[config.mk]
export PLATFORM = sky130hd
export DESIGN_NAME = linear_interp_resampler
export DESIGN_NICKNAME = d
export VERILOG_FILES = /design/src/rtl/lir_pkg.sv /design/src/rtl/linear_interp_resampler.sv /design/src/rtl/lir_regs.sv /design/src/rtl/lir_ctrl.sv /design/src/rtl/lir_dpath.sv
export SDC_FILE = /design/constraint.sdc
export NUM_CORES = 2
export LEC_CHECK = 0
export BUFFER_PORTS_ARGS = -buffer_cell sky130_fd_sc_hd__buf_2
export CORE_MARGIN = 4
export CORE_UTILIZATION = 40
export CTS_CLUSTER_DIAMETER = 50
export DETAILED_ROUTE_END_ITERATION = 16
export GPL_ROUTABILITY_DRIVEN = 0
export PLACE_DENSITY = 0.55
export RECOVER_POWER = 100
export SYNTH_ARGS = -nofsm -noshare
export SYNTH_HDL_FRONTEND = slang
export SYNTH_HIERARCHICAL = 1
export SYNTH_SLANG_ARGS = --single-unit
[constraint.sdc]
create_clock -name clk_i -period 8.36 [get_ports clk_i]
set_input_delay 0.836 -clock clk_i [delete_from_list [all_inputs] [get_ports clk_i]]
set_output_delay 0.836 -clock clk_i [all_outputs]
set_load 0.02 [all_outputs]
[src/rtl/lir_pkg.sv]
// shared widths, register map and controller/datapath interface types
`default_nettype none

package lir_pkg;

  localparam int unsigned SampleW = 16;
  localparam int unsigned PhaseW  = 32;
  localparam int unsigned StepW   = 37;
  localparam int unsigned SkipW   = 5;
  localparam int unsigned ChanW   = 2;
  localparam int unsigned AdvW    = 6;
  localparam int unsigned DataW   = 64;
  localparam int unsigned AddrW   = 4;
  localparam int unsigned DiffW   = SampleW + 1;
  localparam int unsigned ProdW   = DiffW + PhaseW + 1;
  localparam int unsigned NumW    = ProdW + 1;

  localparam int unsigned MaxRunDef = 16;

  // register select is paddr bit 3 (registers at byte 0 and byte 8)
  localparam logic RegChan = 1'b0;
  localparam logic RegStep = 1'b1;

  localparam logic [ChanW-1:0] ChanMono     = 2'd1;
  localparam logic [ChanW-1:0] ChanReset    = 2'd2;
  localparam logic [StepW-1:0] StepReset    = StepW'(64'h1_0000_0000);

  typedef struct packed {
    logic init;   // store frame, clear phase and skip count
    logic skip;   // store frame, count one skip down
    logic start;  // latch the new frame for a run
    logic mul;    // register the interpolation products
    logic emit;   // load one output frame and advance the phase
    logic last;   // this emit ends the run
  } cmd_t;

  typedef struct packed {
    logic primed;
    logic skip_zero;
    logic carry;
    logic out_free;
  } status_t;

endpackage : lir_pkg

`default_nettype wire

[src/rtl/linear_interp_resampler.sv]
// a restart, first, or skipped item is taken in the idle state and emits nothing
// a run item gives its output frames one at a time (product register, then sum and
// truncate into the output register, which waits while the output is stalled)
// an item holds the input for up to MAX_RUN output frames plus any output stall, set
// by the one multiplier pair; the next item is taken the cycle after the last loads
// reset: phase, skip count and stored frame cleared, stereo, step of 1.0
`default_nettype none

module linear_interp_resampler #(
  parameter int unsigned MAX_RUN = lir_pkg::MaxRunDef
) (
  input  wire logic                                clk_i,
  input  wire logic                                rst_ni,
  input  wire logic                                psel,
  input  wire logic                                penable,
  input  wire logic                                pwrite,
  input  wire logic        [lir_pkg::AddrW-1:0]    paddr,
  input  wire logic        [lir_pkg::DataW-1:0]    pwdata,
  output logic             [lir_pkg::DataW-1:0]    prdata,
  output logic                                     pready,
  input  wire logic                                in_valid_i,
  output logic                                     in_stall_o,
  input  wire logic                                restart_i,
  input  wire logic signed [lir_pkg::SampleW-1:0]  in_left_i,
  input  wire logic signed [lir_pkg::SampleW-1:0]  in_right_i,
  output logic                                     out_valid_o,
  input  wire logic                                out_stall_i,
  output logic signed      [lir_pkg::SampleW-1:0]  out_left_o,
  output logic signed      [lir_pkg::SampleW-1:0]  out_right_o,
  output logic                                     run_last_o
);

  logic [lir_pkg::ChanW-1:0] chan;
  logic [lir_pkg::StepW-1:0] step;
  lir_pkg::cmd_t             cmd;
  lir_pkg::status_t          status;

  lir_regs u_regs (
    .clk_i     (clk_i),
    .rst_ni    (rst_ni),
    .psel_i    (psel),
    .penable_i (penable),
    .pwrite_i  (pwrite),
    .paddr_i   (paddr),
    .pwdata_i  (pwdata),
    .prdata_o  (prdata),
    .pready_o  (pready),
    .chan_o    (chan),
    .step_o    (step)
  );

  lir_ctrl #(
    .MAX_RUN (MAX_RUN)
  ) u_ctrl (
    .clk_i      (clk_i),
    .rst_ni     (rst_ni),
    .in_valid_i (in_valid_i),
    .in_stall_o (in_stall_o),
    .restart_i  (restart_i),
    .status_i   (status),
    .cmd_o      (cmd)
  );

  lir_dpath u_dpath (
    .clk_i       (clk_i),
    .rst_ni      (rst_ni),
    .chan_i      (chan),
    .step_i      (step),
    .in_left_i   (in_left_i),
    .in_right_i  (in_right_i),
    .cmd_i       (cmd),
    .status_o    (status),
    .out_left_o  (out_left_o),
    .out_right_o (out_right_o),
    .run_last_o  (run_last_o),
    .out_valid_o (out_valid_o),
    .out_stall_i (out_stall_i)
  );

endmodule : linear_interp_resampler

`default_nettype wire

[src/rtl/lir_regs.sv]
// configuration register file behind the apb-style port
`default_nettype none

module lir_regs (
  input  wire logic                        clk_i,
  input  wire logic                        rst_ni,
  input  wire logic                        psel_i,
  input  wire logic                        penable_i,
  input  wire logic                        pwrite_i,
  input  wire logic [lir_pkg::AddrW-1:0]   paddr_i,
  input  wire logic [lir_pkg::DataW-1:0]   pwdata_i,
  output logic      [lir_pkg::DataW-1:0]   prdata_o,
  output logic                             pready_o,
  output logic      [lir_pkg::ChanW-1:0]   chan_o,
  output logic      [lir_pkg::StepW-1:0]   step_o
);

  logic [lir_pkg::ChanW-1:0] chan_q;
  logic [lir_pkg::StepW-1:0] step_q;
  logic                      wr_en;
  logic                      reg_sel;

  assign pready_o = 1'b1;
  assign wr_en    = psel_i & penable_i & pwrite_i;
  assign reg_sel  = paddr_i[3];

  always_ff @(posedge clk_i or negedge rst_ni) begin
    if (!rst_ni) begin
      chan_q <= lir_pkg::ChanReset;
      step_q <= lir_pkg::StepReset;
    end else if (wr_en) begin
      unique case (reg_sel)
        lir_pkg::RegChan: chan_q <= pwdata_i[lir_pkg::ChanW-1:0];
        lir_pkg::RegStep: step_q <= pwdata_i[lir_pkg::StepW-1:0];
        default: ;
      endcase
    end
  end

  always_comb begin
    unique case (reg_sel)
      lir_pkg::RegChan: prdata_o = lir_pkg::DataW'(chan_q);
      lir_pkg::RegStep: prdata_o = lir_pkg::DataW'(step_q);
      default:          prdata_o = '0;
    endcase
  end

  assign chan_o = chan_q;
  assign step_o = step_q;

endmodule : lir_regs

`default_nettype wire

[src/rtl/lir_ctrl.sv]
// controller: input acceptance, run sequencing and run length count
`default_nettype none

module lir_ctrl #(
  parameter int unsigned MAX_RUN = lir_pkg::MaxRunDef
) (
  input  wire logic             clk_i,
  input  wire logic             rst_ni,
  input  wire logic             in_valid_i,
  output logic                  in_stall_o,
  input  wire logic             restart_i,
  input  wire lir_pkg::status_t status_i,
  output lir_pkg::cmd_t         cmd_o
);

  localparam int unsigned CntW = $clog2(MAX_RUN);

  localparam logic [1:0] S_IDLE = 2'd0;
  localparam logic [1:0] S_MUL  = 2'd1;
  localparam logic [1:0] S_OUT  = 2'd2;

  logic [1:0]      state_q, state_d;
  logic [CntW-1:0] cnt_q, cnt_d;
  logic            at_limit;

  assign at_limit = (cnt_q == CntW'(MAX_RUN - 1));

  always_comb begin
    state_d    = state_q;
    cnt_d      = cnt_q;
    cmd_o      = '0;
    in_stall_o = 1'b1;
    unique case (state_q)
      S_IDLE: begin
        in_stall_o = 1'b0;
        if (in_valid_i) begin
          priority if (restart_i || !status_i.primed) begin
            cmd_o.init = 1'b1;
          end else if (!status_i.skip_zero) begin
            cmd_o.skip = 1'b1;
          end else begin
            cmd_o.start = 1'b1;
            cnt_d       = '0;
            state_d     = S_MUL;
          end
        end
      end
      S_MUL: begin
        cmd_o.mul = 1'b1;
        state_d   = S_OUT;
      end
      S_OUT: begin
        // wait for the output register to drain
        if (status_i.out_free) begin
          cmd_o.emit = 1'b1;
          cmd_o.last = status_i.carry | at_limit;
          if (cmd_o.last) begin
            state_d = S_IDLE;
          end else begin
            cnt_d   = cnt_q + 1'b1;
            state_d = S_MUL;
          end
        end
      end
      default: state_d = S_IDLE;
    endcase
  end

  always_ff @(posedge clk_i or negedge rst_ni) begin
    if (!rst_ni) begin
      state_q <= S_IDLE;
      cnt_q   <= '0;
    end else begin
      state_q <= state_d;
      cnt_q   <= cnt_d;
    end
  end

  a_emit_free : assert property (@(posedge clk_i) disable iff (!rst_ni)
    cmd_o.emit |-> status_i.out_free)
    else $error("emit while output register occupied");

  a_last_idle : assert property (@(posedge clk_i) disable iff (!rst_ni)
    (cmd_o.emit && cmd_o.last) |=> (state_q == S_IDLE))
    else $error("run did not end after last output");

  a_mul_origin : assert property (@(posedge clk_i) disable iff (!rst_ni)
    (state_q == S_MUL) |-> ($past(cmd_o.start) || $past(cmd_o.emit && !cmd_o.last)))
    else $error("multiply step without start or prior output");

  a_run_bound : assert property (@(posedge clk_i) disable iff (!rst_ni)
    (cmd_o.emit && at_limit) |-> cmd_o.last)
    else $error("run exceeded its length limit");

endmodule : lir_ctrl

`default_nettype wire

[src/rtl/lir_dpath.sv]
// datapath: frame store, phase accumulator, interpolation and output register
`default_nettype none

module lir_dpath (
  input  wire logic                                clk_i,
  input  wire logic                                rst_ni,
  input  wire logic        [lir_pkg::ChanW-1:0]    chan_i,
  input  wire logic        [lir_pkg::StepW-1:0]    step_i,
  input  wire logic signed [lir_pkg::SampleW-1:0]  in_left_i,
  input  wire logic signed [lir_pkg::SampleW-1:0]  in_right_i,
  input  wire lir_pkg::cmd_t                       cmd_i,
  output lir_pkg::status_t                         status_o,
  output logic signed      [lir_pkg::SampleW-1:0]  out_left_o,
  output logic signed      [lir_pkg::SampleW-1:0]  out_right_o,
  output logic                                     run_last_o,
  output logic                                     out_valid_o,
  input  wire logic                                out_stall_i
);

  localparam int unsigned SampleW = lir_pkg::SampleW;
  localparam int unsigned PhaseW  = lir_pkg::PhaseW;
  localparam int unsigned AccW    = PhaseW + lir_pkg::AdvW;

  logic signed [SampleW-1:0]       prev_l_q, prev_r_q;
  logic signed [SampleW-1:0]       cur_l_q, cur_r_q;
  logic        [PhaseW-1:0]        phase_q;
  logic        [lir_pkg::SkipW-1:0] skip_q;
  logic                            primed_q;
  logic signed [lir_pkg::ProdW-1:0] prod_l_q, prod_r_q;
  logic signed [SampleW-1:0]       out_l_q, out_r_q;
  logic                            out_last_q;
  logic                            out_valid_q;

  logic signed [lir_pkg::DiffW-1:0] diff_l, diff_r;
  logic signed [PhaseW:0]           phase_s;
  logic signed [lir_pkg::ProdW-1:0] prod_l_d, prod_r_d;
  logic signed [lir_pkg::NumW-1:0]  num_l, num_r;
  logic signed [SampleW-1:0]        res_l, res_r;
  logic        [AccW-1:0]           acc;
  logic        [lir_pkg::AdvW-1:0]  adv;
  logic                             carry;
  logic                             out_free;
  logic                             mono;

  assign mono = (chan_i == lir_pkg::ChanMono);

  // (new - prev) * phase, phase taken as unsigned 0.32
  assign diff_l   = lir_pkg::DiffW'(cur_l_q) - lir_pkg::DiffW'(prev_l_q);
  assign diff_r   = lir_pkg::DiffW'(cur_r_q) - lir_pkg::DiffW'(prev_r_q);
  assign phase_s  = $signed({1'b0, phase_q});
  assign prod_l_d = lir_pkg::ProdW'(diff_l) * lir_pkg::ProdW'(phase_s);
  assign prod_r_d = lir_pkg::ProdW'(diff_r) * lir_pkg::ProdW'(phase_s);

  // prev * 2^32 + product, then divide by 2^32 rounding toward zero
  assign num_l = lir_pkg::NumW'($signed({prev_l_q, {PhaseW{1'b0}}}))
               + lir_pkg::NumW'(prod_l_q);
  assign num_r = lir_pkg::NumW'($signed({prev_r_q, {PhaseW{1'b0}}}))
               + lir_pkg::NumW'(prod_r_q);
  assign res_l = num_l[PhaseW +: SampleW]
               + SampleW'(num_l[lir_pkg::NumW-1] & (|num_l[PhaseW-1:0]));
  assign res_r = num_r[PhaseW +: SampleW]
               + SampleW'(num_r[lir_pkg::NumW-1] & (|num_r[PhaseW-1:0]));

  assign acc   = AccW'(phase_q) + AccW'(step_i);
  assign adv   = acc[AccW-1:PhaseW];
  assign carry = |adv;

  assign out_free = !out_valid_q || !out_stall_i;

  assign status_o.primed    = primed_q;
  assign status_o.skip_zero = (skip_q == '0);
  assign status_o.carry     = carry;
  assign status_o.out_free  = out_free;

  always_ff @(posedge clk_i or negedge rst_ni) begin
    if (!rst_ni) begin
      primed_q    <= 1'b0;
      phase_q     <= '0;
      skip_q      <= '0;
      prev_l_q    <= '0;
      prev_r_q    <= '0;
      out_valid_q <= 1'b0;
    end else begin
      if (cmd_i.init) begin
        primed_q <= 1'b1;
        phase_q  <= '0;
        skip_q   <= '0;
        prev_l_q <= in_left_i;
        prev_r_q <= in_right_i;
      end
      if (cmd_i.skip) begin
        skip_q   <= skip_q - 1'b1;
        prev_l_q <= in_left_i;
        prev_r_q <= in_right_i;
      end
      if (cmd_i.emit) begin
        phase_q <= acc[PhaseW-1:0];
        if (cmd_i.last) begin
          prev_l_q <= cur_l_q;
          prev_r_q <= cur_r_q;
          // a carry of k moves k frames: this one plus k-1 skipped
          skip_q   <= carry ? (adv[lir_pkg::SkipW-1:0] - 1'b1) : '0;
        end
      end
      if (cmd_i.emit) begin
        out_valid_q <= 1'b1;
      end else if (!out_stall_i) begin
        out_valid_q <= 1'b0;
      end
    end
  end

  always_ff @(posedge clk_i) begin
    if (cmd_i.start) begin
      cur_l_q <= in_left_i;
      cur_r_q <= in_right_i;
    end
    if (cmd_i.mul) begin
      prod_l_q <= prod_l_d;
      prod_r_q <= prod_r_d;
    end
    if (cmd_i.emit) begin
      out_l_q    <= res_l;
      out_r_q    <= mono ? '0 : res_r;
      out_last_q <= cmd_i.last;
    end
  end

  assign out_left_o  = out_l_q;
  assign out_right_o = out_r_q;
  assign run_last_o  = out_last_q;
  assign out_valid_o = out_valid_q;

endmodule : lir_dpath

`default_nettype wire
# Yosys cells after proc, flatten, opt, wreduce, memory -nomap -nowiden
# Cells that the tools add are included.
# totals
output_inout_bits,100
regBits,281
wordCells,101
# op_classes
reduce_logical,16
mul,2
n_addsub,10
muxes,40
bitwise,6
eq_ne,10
# ops
cell,count
$mux W16,8
$pmux W64 S2,1
$add A48 B50 Y51,2
$mul A17 B33 Y50,2
$mux W32,2
$reduce_or A32 Y1,2
$add A32 B37 Y38,1
$sub A16 B16 Y17,2
$add A16 B16 Y16,2
$mux W5,5
$mux W4,5
$mux W2,7
$sub A5 B1 Y5 const B,2
$mux W1,8
$pmux W4 S2,1
$mux W3,2
$ne A2 B1 Y1 const B,3
$ne A2 B2 Y1 const B,3
$pmux W2 S3,1
$reduce_and A6 Y1,1
$reduce_or A6 Y1,1
$logic_not A5 Y1,1
$add A4 B1 Y4 const B,1
$and A1 B1 Y1,4
other kinds (11),17

# Longest topological paths before layout
# logic_depth
word_depth,9
ltp_mapped,38
ltp_nobuf,35

# Cells and area by module
# The synthesis kept the hierarchy.
# modules_own_cells
mod,seq_area_each_um2,cells_per_inst,n_inst,area_per_inst_um2
lir_dpath,6731.5,5459,1,49296.0
lir_regs,978.4,154,1,2069.5
lir_ctrl,150.1,38,1,402.9

# Least setup slack after synthesis
# OpenSTA, ideal clock, no wires.
# synth_path
path_kind,register to register
from,reg u_dpath.prev_r_q[0]
to,reg u_dpath/prod_r_q[41] (netlist name) (data pin)
setup_ns,0.260
n_path_buf,1
slack_ns,0.201
arrival_ns,7.899
synth_period_minus_slack_ns,8.159
stages_incl_launch_ff,34
required_ns,8.100
cell_sequence,dfrtp_1 > ha_1 > fa_1 > nor2b_1 > o21ai_1 > a21boi_0 > o21ai_1 > a21boi_1 > o211ai_1 > a21oi_1 > o21ba_2 > or3_1 > clkbuf_1 > nand3_1 > fa_1 > fa_1 > inv_1 > fa_1 > fa_1 > fa_1 > inv_1 > fa_1 > inv_1 > ha_1 > and3_1 > nand4_1 > or4_1 > nand3_2 > a31oi_4 > o21ai_2 > nand2_1 > o31ai_2 > a21oi_1 > xnor2_1
# synth_between
elab_chain_cells,2
# synth_rtl
element,line_no,text
start: declaration,lir_dpath.sv:24,"logic signed [SampleW-1:0] prev_l_q, prev_r_q;"
start signal: assignment,lir_dpath.sv:89,prev_r_q <= in_right_i;
start signal: assignment,lir_dpath.sv:94,prev_r_q <= in_right_i;
start signal: assignment,lir_dpath.sv:100,prev_r_q <= cur_r_q;
$sub A16 B16 Y17,lir_dpath.sv:49,assign diff_r = lir_pkg::DiffW'(cur_r_q) - lir_pkg::DiffW'(prev_r_q);
$mul A17 B33 Y50,lir_dpath.sv:52,assign prod_r_d = lir_pkg::ProdW'(diff_r) * lir_pkg::ProdW'(phase_s);
named net u_dpath.prod_r_d (one bit),lir_dpath.sv:36,"logic signed [lir_pkg::ProdW-1:0] prod_l_d, prod_r_d;"
end signal: assignment,lir_dpath.sv:120,prod_r_q <= prod_r_d;
end: declaration,lir_dpath.sv:29,"logic signed [lir_pkg::ProdW-1:0] prod_l_q, prod_r_q;"
# The timed path passes the listed nets, and every way through them passes these cells.
# A chain may end at the register's enable or synchronous reset.

# Worst setup path after layout
# layout_path
from,reg u_dpath.cur_r_q[0]
to,reg u_dpath/prod_r_q[48] (netlist name) (data pin)
# layout_between
elab_chain_cells,2
# layout_rtl
element,line_no,text
start: declaration,lir_dpath.sv:25,"logic signed [SampleW-1:0] cur_l_q, cur_r_q;"
start signal: assignment,lir_dpath.sv:116,cur_r_q <= in_right_i;
$sub A16 B16 Y17,lir_dpath.sv:49,
$mul A17 B33 Y50,lir_dpath.sv:52,
named net u_dpath.prod_r_d (one bit),lir_dpath.sv:36,
# The timed path passes the listed nets, and every way through them passes these cells.

==> impl_metrics.json <==
{
  "place_ws_ps": -562,
  "postCtsHoldBufs": 0,
  "yosysSeqAreaShare": 0.152,
  "cts_buffer_depth": 3,
  "area_growth_pct": 15.8,
  "fp.dieArea_sq_mm": 0.135,
  "worst_slack_ps": -82.8,
  "min_path_type": "input pin to register",
  "cts-buffers-inserted": 49,
  "grt_max_degree": 66,
  "grt_util_all_layers": 0.210,
  "die_h_microns": 368,
  "critPathKind": "register to register",
  "ys_ff_latch": 281,
  "required_ps": 8740,
  "port_buffers": 149,
  "layout_min_cycle_time_ps": 8440,
  "crit_path_start_kind": "register",
  "wl_per_cell_microns": 18.1,
  "layout.nets": 7447,
  "final_common_cell": "inv_1",
  "fmax_mhz": 118,
  "initial_utilization": 0.404,
  "final_cell_mix": "1,176 x inv_1, 883 x fa_1, 735 x nand2_1, 400 x ha_1, 376 x buf_4",
  "viasPerCell": 4.94,
  "htree_levels": 2,
  "max_slew_margin": -1.45,
  "setup_viol": 4,
  "grt_pass1_vias": 40800,
  "synthCells": 5651,
  "cp.arrival_ps": 8820,
  "cts_tree": "yes",
  "drc": 0,
  "rsz0062_at_grt": "yes",
  "clk_pin_slew_ps": 60,
  "worst_pin_slew_ps": 3670,
  "hpwl_microns": 113000,
  "netlist_area_sq_mm": 0.0518,
  "crit_slowest_cell": "fa_1",
  "finalMaxSlewViolations": 439,
  "syn_area_per_cell_sq_um": 9.16,
  "overflow": 0,
  "cp_common_cell": "fa_1",
  "antenna_found_initial": 0,
  "finalWirelength_microns": 141000,
  "critPathMaxFanout": 13,
  "end_kind": "register",
  "synthArstFlopShare": 0.413,
  "cts_root_buffer": "clkbuf_16",
  "ant_nets": 0,
  "status": "finished with violations",
  "coreArea_sq_mm": 0.128,
  "synth_flop_cell": "edfxtp_1",
  "via_count": 38400,
  "firstDrtPassIters": 8,
  "first_iter_violations": 1934,
  "cts_sinks": 281,
  "cap_violations": 10,
  "synth.distinct_cells": 103,
  "row_count": 131,
  "violations": "capacitance limit, slew limit, setup timing",
  "finalHoldViolCount": 0,
  "drive_gt1_frac": 0.147,
  "final_util": 0.468,
  "die_w_microns": 368,
  "skew_ps": 63.8,
  "pin_count": 208,
  "critPathMaxStageDelay_ps": 550,
  "synth-edff-count": 165,
  "period_share": 1.01,
  "yosys_warnings": 6,
  "grt_pass1_wl_microns": 228000,
  "hold_ws_ps": 386,
  "insertion_delay_ps": 660
}
-- worst paths after layout --
check,from,to,slack [ps],cells after the start
hold reg to reg,u_dpath/primed_q$_DFFE_PN0P_,u_dpath/primed_q$_DFFE_PN0P_,470,1
setup / recovery,u_dpath/cur_r_q[0]$_DFFE_PP_,u_dpath/prod_r_q[48]$_DFFE_PP_,-80,37
hold / removal,in_right_i[12],u_dpath/cur_r_q[12]$_DFFE_PP_,390,1
min in group asynchronous,rst_ni,u_dpath/prev_r_q[5]$_DFF_PN0_,1230,1
max in group asynchronous,rst_ni,u_dpath/prev_l_q[0]$_DFF_PN0_,2410,2
setup reg to reg,u_dpath/cur_r_q[0]$_DFFE_PP_,u_dpath/prod_r_q[48]$_DFFE_PP_,-80,37
-- synthesized netlist by cell type, types with 35 or more instances --
library cell	count	area share
and3_1	84	0.010
mux2i_1	35	0.0068
o21ai_0	145	0.014
nand2_1	746	0.054
nand3_1	80	0.0077
and2_1	252	0.030
dfrtp_1	114	0.055
fa_1	903	0.35
ha_1	424	0.10
a21o_1	72	0.010
edfxtp_1	165	0.096
nor2_1	168	0.012
xnor2_1	113	0.019
a21oi_1	158	0.015
clkbuf_1	260	0.019
inv_1	1194	0.087
xor2_1	70	0.012
nor2b_1	163	0.020
-- layout make-up --
type,count,area [sq um]
repair buffers,594,4500
fillers,12400,68000
clock inverters,39,439
well taps,1729,2160
multi-input cells,3890,39200
clock buffers,53,1260
inverters,1196,4490
flip-flops and latches,281,7860
diodes,1,2.50
-- state kept, by name, summed over array words and instances, names as in the netlist --
signal               count
u_dpath/cur_r_q         16
u_dpath/prod_l_q        50
u_ctrl/cnt_q             4
u_dpath/prod_r_q        50
u_dpath/prev_l_q        16
u_dpath/primed_q         1
u_dpath/cur_l_q         16
u_dpath/prev_r_q        16
u_dpath/out_valid_o      1
u_dpath/out_left_o      16
u_dpath/phase_q         32
u_dpath/run_last_o       1
u_regs/step_o           37
u_regs/chan_o            2
u_dpath/skip_q           5
u_dpath/out_right_o     16
u_ctrl/state_q           2
-- layer usage --
metal,vias up,wire (microns),GRT usage
met5,-,0,0
met4,0,4420,0.0578
met3,197,5820,0.0235
met2,826,67500,0.356
met1,19300,62900,0.288
li1,18100,-,-
-- cells by family after synthesis --
group / after synthesis / share of synthesized area
xor+xnor: 185 / 0.0318
flops: 281 / 0.152
mux: 78 / 0.0183
compound gates: 576 / 0.0721
fa+ha+maj: 1327 / 0.452
simple gates: 1696 / 0.161
other cells: 2 / 0.000145
buf+inv: 1506 / 0.113
-- through the flow --
stage	area, sq um	TNS, ps	std cells
after floorplan	51900	0	5677
after global placement	57000	-11050	7642
after detailed placement	57000	-10320	7642
after CTS	59300	-1560	7749
after global routing	60000	-10150	7782
final	60000	-102	7783
-- worst max-delay path: cells and delay by family (launching register included) --
family	cells	cell delay (ps)
flip-flops	1	400
adder cells (fa/ha/maj)	9	3750
XOR/XNOR	1	110
AND/OR/NAND/NOR	5	900
AO/OA/AOI/OAI	13	2200
buffers and inverters	9	830
-- timing repair --
| action | CTS | global route |
|---|---|---|
| gates cloned | 0 | 1 |
| gates resized for setup | 114 | 163 |
| setup endpoints to repair | 37 | 51 |
| pin swaps | 71 | 139 |
| buffers inserted | 19 | 36 |
Power is not shown: default switching activity piles up to over one toggle a cycle in this logic, so the estimate is an artifact.
